### config.mk
export PLATFORM = sky130hd
export DESIGN_NAME = stream_pattern_substitute_flat
export DESIGN_NICKNAME = d
export VERILOG_FILES = /design/src/rtl/spf_pkg.sv /design/src/rtl/spf_if.sv /design/src/rtl/stream_pattern_substitute.sv /design/src/rtl/spf_win_cell.sv /design/src/rtl/spf_out_queue.sv /design/src/flat_wrapper.sv
export SDC_FILE = /design/constraint.sdc
export NUM_CORES = 1
export LEC_CHECK = 0
export BUFFER_PORTS_ARGS = -buffer_cell sky130_fd_sc_hd__buf_4
export CAP_MARGIN = 20
export CORE_MARGIN = 5
export CORE_UTILIZATION = 40
export DETAILED_ROUTE_END_ITERATION = 6
export SYNTH_ARGS = -nofsm -noshare
export SYNTH_HDL_FRONTEND = slang
export SYNTH_SLANG_ARGS = --single-unit
### constraint.sdc
create_clock -name clk -period 11.3 [get_ports clk]
set_input_delay 1.695 -clock clk [delete_from_list [all_inputs] [get_ports clk]]
set_output_delay 1.695 -clock clk [all_outputs]
set_load 0.005 [all_outputs]
### src/rtl/spf_pkg.sv
// package: shared constants, types and register codes for the pattern substitute block
`timescale 1ns / 1ps
`default_nettype none
package spf_pkg;

  localparam int MAX_PATTERN = 8;
  localparam int REPL_MAX    = 8;
  localparam int MAX_BURST   = (MAX_PATTERN > REPL_MAX) ? MAX_PATTERN : REPL_MAX;
  localparam int QDEPTH      = 2 * MAX_BURST;

  localparam int FILL_W  = $clog2(MAX_PATTERN + 1);
  localparam int BCNT_W  = $clog2(MAX_BURST + 1);
  localparam int BIDX_W  = (MAX_BURST > 1) ? $clog2(MAX_BURST) : 1;
  localparam int QCNT_W  = $clog2(QDEPTH + 1);
  localparam int CFG_W   = 64;
  localparam int CFG_IDX_W = 2;
  localparam int LEN_W   = 4;

  typedef logic [7:0] byte_t;

  typedef enum logic [CFG_IDX_W-1:0] {
    CFG_PATTERN_BYTES  = 2'd0,
    CFG_PATTERN_LENGTH = 2'd1,
    CFG_REPL_BYTES     = 2'd2,
    CFG_REPL_LENGTH    = 2'd3
  } cfg_idx_t;

  typedef struct packed {
    byte_t data;
    logic  bvalid;
    logic  last;
  } out_item_t;

  typedef struct packed {
    out_item_t [MAX_BURST-1:0] item;
    logic [BCNT_W-1:0]         n;
  } burst_t;

endpackage
`default_nettype wire

### src/rtl/spf_if.sv
// interfaces: text input channel and result channel
`timescale 1ns / 1ps
`default_nettype none
interface spf_in_if;
  logic  valid;
  logic  ready;
  logic [7:0] text_byte;
  logic  final_byte;
  modport source (output valid, output text_byte, output final_byte, input ready);
  modport sink   (input valid, input text_byte, input final_byte, output ready);
endinterface

interface spf_out_if;
  logic  valid;
  logic  ready;
  logic [7:0] out_byte;
  logic  byte_valid;
  logic  text_end;
  modport source (output valid, output out_byte, output byte_valid, output text_end,
                  input ready);
  modport sink   (input valid, input out_byte, input byte_valid, input text_end,
                  output ready);
endinterface
`default_nettype wire

### src/rtl/stream_pattern_substitute.sv
// top level: streaming find and replace over a byte stream
//
//   channel   dir   handshake          payload
//   in_ch     in    valid/ready        text_byte[7:0], final_byte
//   out_ch    out   valid/ready        out_byte[7:0], byte_valid, text_end
//   cfg       in    cfg_we (no ready)  cfg_index[1:0], cfg_wdata[63:0]
//
// one text byte is taken per cycle while the result queue holds at most 8 results
// a beat causes 0 to 8 results, drained one per cycle from the queue head while out_ch.ready
// a burst of n grows the backlog by n (n-1 if head pops); input stalls while more than 8 wait
// first result appears the cycle after its beat if the queue is empty, else behind older ones
// reset (synchronous, rst_n low) empties window and queue and loads register defaults
`timescale 1ns / 1ps
`default_nettype none
module stream_pattern_substitute
  import spf_pkg::*;
(
  input  wire                 clk,
  input  wire                 rst_n,
  spf_in_if.sink              in_ch,
  spf_out_if.source           out_ch,
  input  wire                 cfg_we,
  input  wire [CFG_IDX_W-1:0] cfg_index,
  input  wire [CFG_W-1:0]     cfg_wdata
);

  logic [CFG_W-1:0]  pat_bytes_r;
  logic [FILL_W-1:0] plen_r;
  logic [CFG_W-1:0]  repl_bytes_r;
  logic [BCNT_W-1:0] rlen_r;
  logic [FILL_W-1:0] fill_r;
  logic [FILL_W-1:0] fill_nxt;
  logic [FILL_W-1:0] fill_inc;
  logic [LEN_W-1:0]  wlen;

  logic accept, can_load, fin, full, match, shift;
  byte_t [MAX_PATTERN-1:0] cur;
  byte_t [MAX_PATTERN-1:0] right;
  byte_t [MAX_BURST-1:0]   wpad;
  logic  [MAX_PATTERN-1:0] eq;
  burst_t burst;

  assign fin      = in_ch.final_byte;
  assign accept   = in_ch.valid && can_load;
  assign in_ch.ready = can_load;
  assign fill_inc = fill_r + FILL_W'(1);
  assign full     = (fill_inc == plen_r);
  assign shift    = full && !match && !fin;
  assign wlen     = cfg_wdata[LEN_W-1:0];

  for (genvar g = 0; g < MAX_PATTERN; g++) begin : g_win
    if (g < MAX_PATTERN - 1) begin : g_mid
      assign right[g] = cur[g + 1];
    end else begin : g_end
      assign right[g] = '0;
    end
    spf_win_cell u_cell (
      .clk        (clk),
      .accept     (accept),
      .sel_new    (fill_r == FILL_W'(g)),
      .shift      (shift),
      .new_byte   (in_ch.text_byte),
      .right_byte (right[g]),
      .pat_byte   (pat_bytes_r[8*g +: 8]),
      .cur        (cur[g]),
      .eq         (eq[g])
    );
  end

  always_comb begin
    match = full;
    for (int i = 0; i < MAX_PATTERN; i++) begin
      if ((FILL_W'(i) < plen_r) && !eq[i]) begin
        match = 1'b0;
      end
    end
  end

  always_comb begin
    for (int k = 0; k < MAX_BURST; k++) begin
      wpad[k] = '0;
    end
    for (int k = 0; k < MAX_PATTERN; k++) begin
      wpad[k] = cur[k];
    end
    if (match) begin
      burst.n = (fin && (rlen_r == '0)) ? BCNT_W'(1) : rlen_r;
    end else if (fin) begin
      burst.n = BCNT_W'(fill_inc);
    end else if (full) begin
      burst.n = BCNT_W'(1);
    end else begin
      burst.n = '0;
    end
    for (int k = 0; k < MAX_BURST; k++) begin
      burst.item[k].data   = match ? repl_bytes_r[8*k +: 8] : wpad[k];
      burst.item[k].bvalid = 1'b1;
      burst.item[k].last   = fin && (BCNT_W'(k + 1) == burst.n);
    end
    // empty replacement on the last byte leaves only an end marker
    if (match && fin && (rlen_r == '0)) begin
      burst.item[0].data   = '0;
      burst.item[0].bvalid = 1'b0;
    end
  end

  always_comb begin
    fill_nxt = fill_r;
    if (accept) begin
      if (match || fin) begin
        fill_nxt = '0;
      end else if (full) begin
        fill_nxt = plen_r - FILL_W'(1);
      end else begin
        fill_nxt = fill_inc;
      end
    end
    if (cfg_we && (cfg_idx_t'(cfg_index) == CFG_PATTERN_LENGTH)) begin
      fill_nxt = '0;
    end
  end

  always_ff @(posedge clk) begin
    if (!rst_n) begin
      pat_bytes_r  <= '0;
      plen_r       <= FILL_W'(1);
      repl_bytes_r <= '0;
      rlen_r       <= '0;
      fill_r       <= '0;
    end else begin
      fill_r <= fill_nxt;
      if (cfg_we) begin
        case (cfg_idx_t'(cfg_index))
          CFG_PATTERN_BYTES: pat_bytes_r <= cfg_wdata;
          CFG_PATTERN_LENGTH: begin
            if (wlen == '0) begin
              plen_r <= FILL_W'(1);
            end else if (wlen > LEN_W'(MAX_PATTERN)) begin
              plen_r <= FILL_W'(MAX_PATTERN);
            end else begin
              plen_r <= FILL_W'(wlen);
            end
          end
          CFG_REPL_BYTES: repl_bytes_r <= cfg_wdata;
          CFG_REPL_LENGTH: begin
            if (wlen > LEN_W'(REPL_MAX)) begin
              rlen_r <= BCNT_W'(REPL_MAX);
            end else begin
              rlen_r <= BCNT_W'(wlen);
            end
          end
          default: ;
        endcase
      end
    end
  end

  spf_out_queue u_queue (
    .clk      (clk),
    .rst_n    (rst_n),
    .load     (accept),
    .burst    (burst),
    .can_load (can_load),
    .out_ch   (out_ch)
  );

endmodule
`default_nettype wire

### src/rtl/spf_win_cell.sv
// window cell: one held text byte, new-byte insert, pattern compare, shift to left neighbor
`timescale 1ns / 1ps
`default_nettype none
module spf_win_cell
  import spf_pkg::*;
(
  input  wire   clk,
  input  wire   accept,
  input  wire   sel_new,
  input  wire   shift,
  input  byte_t new_byte,
  input  byte_t right_byte,
  input  byte_t pat_byte,
  output byte_t cur,
  output logic  eq
);

  byte_t data_r;
  byte_t data_nxt;

  assign cur = sel_new ? new_byte : data_r;
  assign eq  = (cur == pat_byte);

  always_comb begin
    data_nxt = data_r;
    if (accept) begin
      data_nxt = shift ? right_byte : cur;
    end
  end

  always_ff @(posedge clk) begin
    data_r <= data_nxt;
  end

endmodule
`default_nettype wire

### src/rtl/spf_out_queue.sv
// result queue: row of result cells shifting toward the output, bursts appended at the tail
`timescale 1ns / 1ps
`default_nettype none
module spf_out_queue
  import spf_pkg::*;
(
  input  wire        clk,
  input  wire        rst_n,
  input  wire        load,
  input  burst_t     burst,
  output logic       can_load,
  spf_out_if.source  out_ch
);

  out_item_t [QDEPTH-1:0] q_r;
  out_item_t [QDEPTH-1:0] q_nxt;
  out_item_t [QDEPTH-1:0] sh;
  logic [QCNT_W-1:0] count_r;
  logic [QCNT_W-1:0] count_nxt;
  logic [QCNT_W-1:0] base;
  logic [QCNT_W-1:0] off;
  logic              pop;

  assign can_load = (count_r <= QCNT_W'(QDEPTH - MAX_BURST));
  assign out_ch.valid      = (count_r != '0);
  assign out_ch.out_byte   = q_r[0].data;
  assign out_ch.byte_valid = q_r[0].bvalid;
  assign out_ch.text_end   = q_r[0].last;

  always_comb begin
    pop  = (count_r != '0) && out_ch.ready;
    base = count_r - QCNT_W'(pop);
    off  = '0;
    for (int i = 0; i < QDEPTH - 1; i++) begin
      sh[i] = q_r[i + 1];
    end
    sh[QDEPTH-1] = q_r[QDEPTH-1];
    for (int i = 0; i < QDEPTH; i++) begin
      q_nxt[i] = q_r[i];
      if (QCNT_W'(i) < base) begin
        q_nxt[i] = pop ? sh[i] : q_r[i];
      end else begin
        off = QCNT_W'(i) - base;
        if (load && (off < QCNT_W'(burst.n))) begin
          q_nxt[i] = burst.item[off[BIDX_W-1:0]];
        end
      end
    end
    count_nxt = base + (load ? QCNT_W'(burst.n) : QCNT_W'(0));
  end

  always_ff @(posedge clk) begin
    q_r <= q_nxt;
    if (!rst_n) begin
      count_r <= '0;
    end else begin
      count_r <= count_nxt;
    end
  end

endmodule
`default_nettype wire

### src/flat_wrapper.sv
// flat-port wrapper written by rule: the top's interface ports become plain ports
module stream_pattern_substitute_flat import spf_pkg::*;
  (clk, rst_n, cfg_we, cfg_index, cfg_wdata, in_ch_valid, in_ch_text_byte, in_ch_final_byte, in_ch_ready, out_ch_valid, out_ch_out_byte, out_ch_byte_valid, out_ch_text_end, out_ch_ready);
  spf_in_if in_ch_i ();
  spf_out_if out_ch_i ();
  input  wire clk;
  input  wire rst_n;
  input  wire cfg_we;
  input  wire [CFG_IDX_W-1:0] cfg_index;
  input  wire [CFG_W-1:0] cfg_wdata;
  input wire logic [$bits(in_ch_i.valid)-1:0] in_ch_valid;
  input wire logic [$bits(in_ch_i.text_byte)-1:0] in_ch_text_byte;
  input wire logic [$bits(in_ch_i.final_byte)-1:0] in_ch_final_byte;
  output wire logic [$bits(in_ch_i.ready)-1:0] in_ch_ready;
  output wire logic [$bits(out_ch_i.valid)-1:0] out_ch_valid;
  output wire logic [$bits(out_ch_i.out_byte)-1:0] out_ch_out_byte;
  output wire logic [$bits(out_ch_i.byte_valid)-1:0] out_ch_byte_valid;
  output wire logic [$bits(out_ch_i.text_end)-1:0] out_ch_text_end;
  input wire logic [$bits(out_ch_i.ready)-1:0] out_ch_ready;
  assign in_ch_i.valid = in_ch_valid;
  assign in_ch_i.text_byte = in_ch_text_byte;
  assign in_ch_i.final_byte = in_ch_final_byte;
  assign in_ch_ready = in_ch_i.ready;
  assign out_ch_valid = out_ch_i.valid;
  assign out_ch_out_byte = out_ch_i.out_byte;
  assign out_ch_byte_valid = out_ch_i.byte_valid;
  assign out_ch_text_end = out_ch_i.text_end;
  assign out_ch_i.ready = out_ch_ready;
  stream_pattern_substitute u_core (.clk(clk), .rst_n(rst_n), .in_ch(in_ch_i), .out_ch(out_ch_i), .cfg_we(cfg_we), .cfg_index(cfg_index), .cfg_wdata(cfg_wdata));
endmodule
==> results.json <==
{
  "cellLeakagePower_uw": 0.00922,
  "maxSlewHeadroom_pct": 26.0,
  "core_region_area_sq_mm": 0.0576,
  "gp_congestion": 1.02,
  "holdPathStages": 2,
  "synthDominantCellAreaShare_pct": 29.0,
  "critPathBufInv": 8,
  "postSynth.topFlopCell": "sky130_fd_sc_hd__edfxtp_1",
  "setup.worst_path.class": "primary input to flop",
  "ys_top_cells_by_count": "sky130_fd_sc_hd__nand2_1 (456), sky130_fd_sc_hd__edfxtp_1 (224), sky130_fd_sc_hd__nor2_1 (173)",
  "route.vias.total": 19984,
  "crit_cells": 17,
  "count_of_final_max_slew_check_failures": 0,
  "drv.max_cap_violation_count": 0,
  "final.hold.worst_slack_ps": 464,
  "clk_latency_ps": 600,
  "place_hpwl_microns": 62800,
  "grt_start_max_net_pins": 93,
  "fin_nets": 2589,
  "postSynthAreaPerCell_sq_um": 9.42,
  "arrival_worst_endpoint_ps": 7210,
  "synthArstFlopShare_pct": 0,
  "grt_use_met1_pct": 35.3,
  "vias_in_the_first_global_route": 18827,
  "setup_violations": 0,
  "grt-busiest-layer": "met2",
  "post_synth_instance_area_sq_mm": 0.0232,
  "final_hold_viol_count": 0,
  "synth_top_area_cell": "sky130_fd_sc_hd__edfxtp_1",
  "number_of_hold_repair_buffers_added_at_the_cts_stage": 0,
  "final_antenna_net_count": 0,
  "irDropWorstVdd_mv": 0.179,
  "fin_skew_ps": 36.9,
  "grt.met3_usage_pct": 5.42,
  "clock_path_buffers": 3,
  "synthesis.nets": 2583,
  "clk_root_buffer_cell": "sky130_fd_sc_hd__clkbuf_16",
  "routed_via_count_divided_by_cell_count": 6.12,
  "die-height_microns": 251,
  "floorplan.initialDensity_pct": 40.3,
  "critPathMaxStageDelay_ps": 860,
  "cts_resized": 0,
  "gr-usage-met2_pct": 40.1,
  "r2r.worst_path.cells": 15,
  "worstPathRequired_ps": 11570,
  "ys_top_cells_by_area": "sky130_fd_sc_hd__edfxtp_1 (29%), sky130_fd_sc_hd__dfxtp_1 (13%), sky130_fd_sc_hd__nand2_1 (7.4%), sky130_fd_sc_hd__mux4_2 (7.3%), sky130_fd_sc_hd__mux2_2 (4.8%)",
  "critical_path.most_common_cell": "sky130_fd_sc_hd__buf_4",
  "design.die.area_sq_mm": 0.0629,
  "clk_slew_on_worst_s_h_paths_ps": 60,
  "layout_cells_sized_above_1_pct": 16.0,
  "synth_most_common_cell": "sky130_fd_sc_hd__nand2_1",
  "min_period_over_period_pct": 61.4,
  "crit_path_max_fanout": 52,
  "cp_top_family": "buffers and inverters",
  "grt_setup_unrepaired": "no",
  "postSynthCellCount": 2461,
  "detail_route.drc_violations": 0,
  "first_pass_grt_wire_length_microns": 123000,
  "worst_hold_path_type": "flop to flop",
  "routed_wl_microns": 83300,
  "outcome": "complete, no violations",
  "post_synth_num_cell_types": 78,
  "dpl.cell_count": 3186,
  "io_pins": 92,
  "worst_path_max_delay_cell": "sky130_fd_sc_hd__ha_1",
  "worst_setup_path_start_kind": "primary input",
  "tritoncts": "done",
  "placement_rows": 88,
  "number_of_antenna_violations_at_the_first_check_in_global_routing": 1,
  "synth_seq_cells": 369,
  "drt-wirelength-per-cell_microns": 25.5,
  "fillerInstances": 5505,
  "die_w_microns": 251,
  "part_of_the_yosys_area_used_for_sequential_elements_pct": 41.5,
  "instances_no_fill": 3266,
  "number_of_enable_flip_flop_cells_after_synthesis": 224,
  "cts_htree_levels": 2,
  "setup.worst_path.end_class": "flop",
  "powerDensity_mw_per_mm2": 376,
  "final_period_minus_worst_setup_slack_ps": 6940,
  "cts_inserted_buffers": 43,
  "grt.total_usage_pct": 25.4,
  "timing.critical_path.cells": "buf_4 > nand2_1 > inv_1 > ha_4 > ha_2 > buf_4 > clkinv_1 > buf_4 > ha_1 > clkinv_1 > ha_1 > inv_1 > a31oi_1 > a211oi_1 > o21ai_0 > o21ai_0 > buf_4",
  "area.growth.synth_to_final_pct": 11.8,
  "clock.fmax_ghz": 0.144,
  "worst_slew_pin_slew_ps": 1100,
  "drt-pass1-iter-count": 7,
  "drt-initial-drc-count": 2288,
  "gr-total-overflow": 0,
  "cts_sinks": 369,
  "diodes": 0,
  "cts_setup_buffers": 0,
  "ys.warnings.count": 0,
  "finalSetupTns_ps": 0,
  "io_buffer_count": 91
}
[logic make-up (layout without fill, tap and decap cells)]
family | Yosys count | after routing | share of synthesized area, %
XOR/XNOR | 68 | 68 | 2.60
adder cells (fa/ha/maj) | 42 | 42 | 2.30
multiplexers | 245 | 245 | 15.2
buffers and inverters | 285 | 325 | 4.93
AO/OA/AOI/OAI | 645 | 645 | 18.5
flip-flops | 369 | 369 | 41.5
AND/OR/NAND/NOR | 807 | 807 | 14.9
[power breakdown]
part           switching [uW]  total [uW]  leakage [uW]  internal (uW)
Clock                     599        1400      0.000687            799
Combinational            3840        5910       0.00526           2070
Sequential                170        2450       0.00327           2280
[layout make-up]
cell class	count	area, sq um	share of cell area, %
clock buffers	58	1200	4.64
clock inverters	21	191	0.739
inverters	110	413	1.59
multi-input cells	1807	12500	48.2
flip-flops and latches	369	9630	37.2
well taps	765	957	3.69
repair buffers	136	1040	4.02
[sequential cells by signal, indices dropped and copies added (netlist names), 4 cells and up]
| name | flops |
|---|---|
| u_core.u_queue.out_ch.out_byte | 8 |
| u_core.pat_bytes_r | 64 |
| u_core.repl_bytes_r | 64 |
| u_core.u_queue.q_r | 150 |
| u_core.plen_r | 4 |
| u_core.u_queue.count_r | 5 |
| u_core.rlen_r | 4 |
| u_core.fill_r | 4 |
| u_core.g_win.u_cell.data_r | 64 |
[metrics by stage]
step	total power (uW)	utilization (%)	area, sq um	setup WS (ps)
after floorplan	6260	-	23200	4470
after global placement	8120	42.5	24500	3870
after detailed placement	8210	42.5	24500	3890
after CTS	9620	45.0	25900	4500
after global routing	10300	45.0	25900	4080
final	9750	45.0	25900	4360
[per-layer routing]
| metal | part of all wire (%) | vias to the layer above |
|---|---|---|
| met3 | 9.6 | 176 |
| met5 | 0.016 | - |
| met1 | 42 | 9780 |
| met2 | 45 | 1014 |
| li1 | - | 9012 |
| met4 | 3.6 | 2 |
[final timing paths]
kind                                        startpoint                     end  slack [ps]
worst max register to register        u_core.fill_r[0]  u_core.u_queue.q_r[43]        4430
worst min-delay path            u_core.repl_bytes_r[3]  u_core.repl_bytes_r[3]         460
worst min register to register  u_core.repl_bytes_r[3]  u_core.repl_bytes_r[3]         460
worst max-delay path                      out_ch_ready  u_core.u_queue.q_r[25]        4360
[placed cells by master (no fill, tap or decap), types with 11 or more instances in the layout]
cell type,synthesis,final
sky130_fd_sc_hd__a211oi_1,14,14
sky130_fd_sc_hd__a21boi_0,133,133
sky130_fd_sc_hd__a21oi_1,136,136
sky130_fd_sc_hd__a221oi_1,11,11
sky130_fd_sc_hd__a22oi_1,17,17
sky130_fd_sc_hd__a31oi_1,11,11
sky130_fd_sc_hd__and2_1,13,13
sky130_fd_sc_hd__buf_4,10,135
sky130_fd_sc_hd__clkbuf_16,0,44
sky130_fd_sc_hd__dfxtp_1,145,145
sky130_fd_sc_hd__edfxtp_1,224,224
sky130_fd_sc_hd__ha_1,41,39
sky130_fd_sc_hd__inv_1,106,106
sky130_fd_sc_hd__mux2_2,98,98
sky130_fd_sc_hd__mux2i_1,71,71
sky130_fd_sc_hd__mux4_2,75,75
sky130_fd_sc_hd__nand2_1,456,456
sky130_fd_sc_hd__nand2b_1,18,18
sky130_fd_sc_hd__nand3_1,26,26
sky130_fd_sc_hd__nor2_1,173,172
sky130_fd_sc_hd__nor2b_1,13,13
sky130_fd_sc_hd__nor3_1,33,32
sky130_fd_sc_hd__nor4_1,15,15
sky130_fd_sc_hd__o21ai_0,89,88
sky130_fd_sc_hd__o21ai_1,10,11
sky130_fd_sc_hd__o221ai_1,19,19
sky130_fd_sc_hd__o22a_1,14,14
sky130_fd_sc_hd__o22ai_1,91,91
sky130_fd_sc_hd__o31ai_1,23,23
sky130_fd_sc_hd__xnor2_1,48,47
sky130_fd_sc_hd__xor2_1,19,17
[tightest hold or removal path: stages, from the launching register on]
cell and delay (ps):
sky130_fd_sc_hd__dfxtp_1 310, sky130_fd_sc_hd__nand2_1 50, sky130_fd_sc_hd__a21boi_0 60
(Power assumes the default switching activity.)
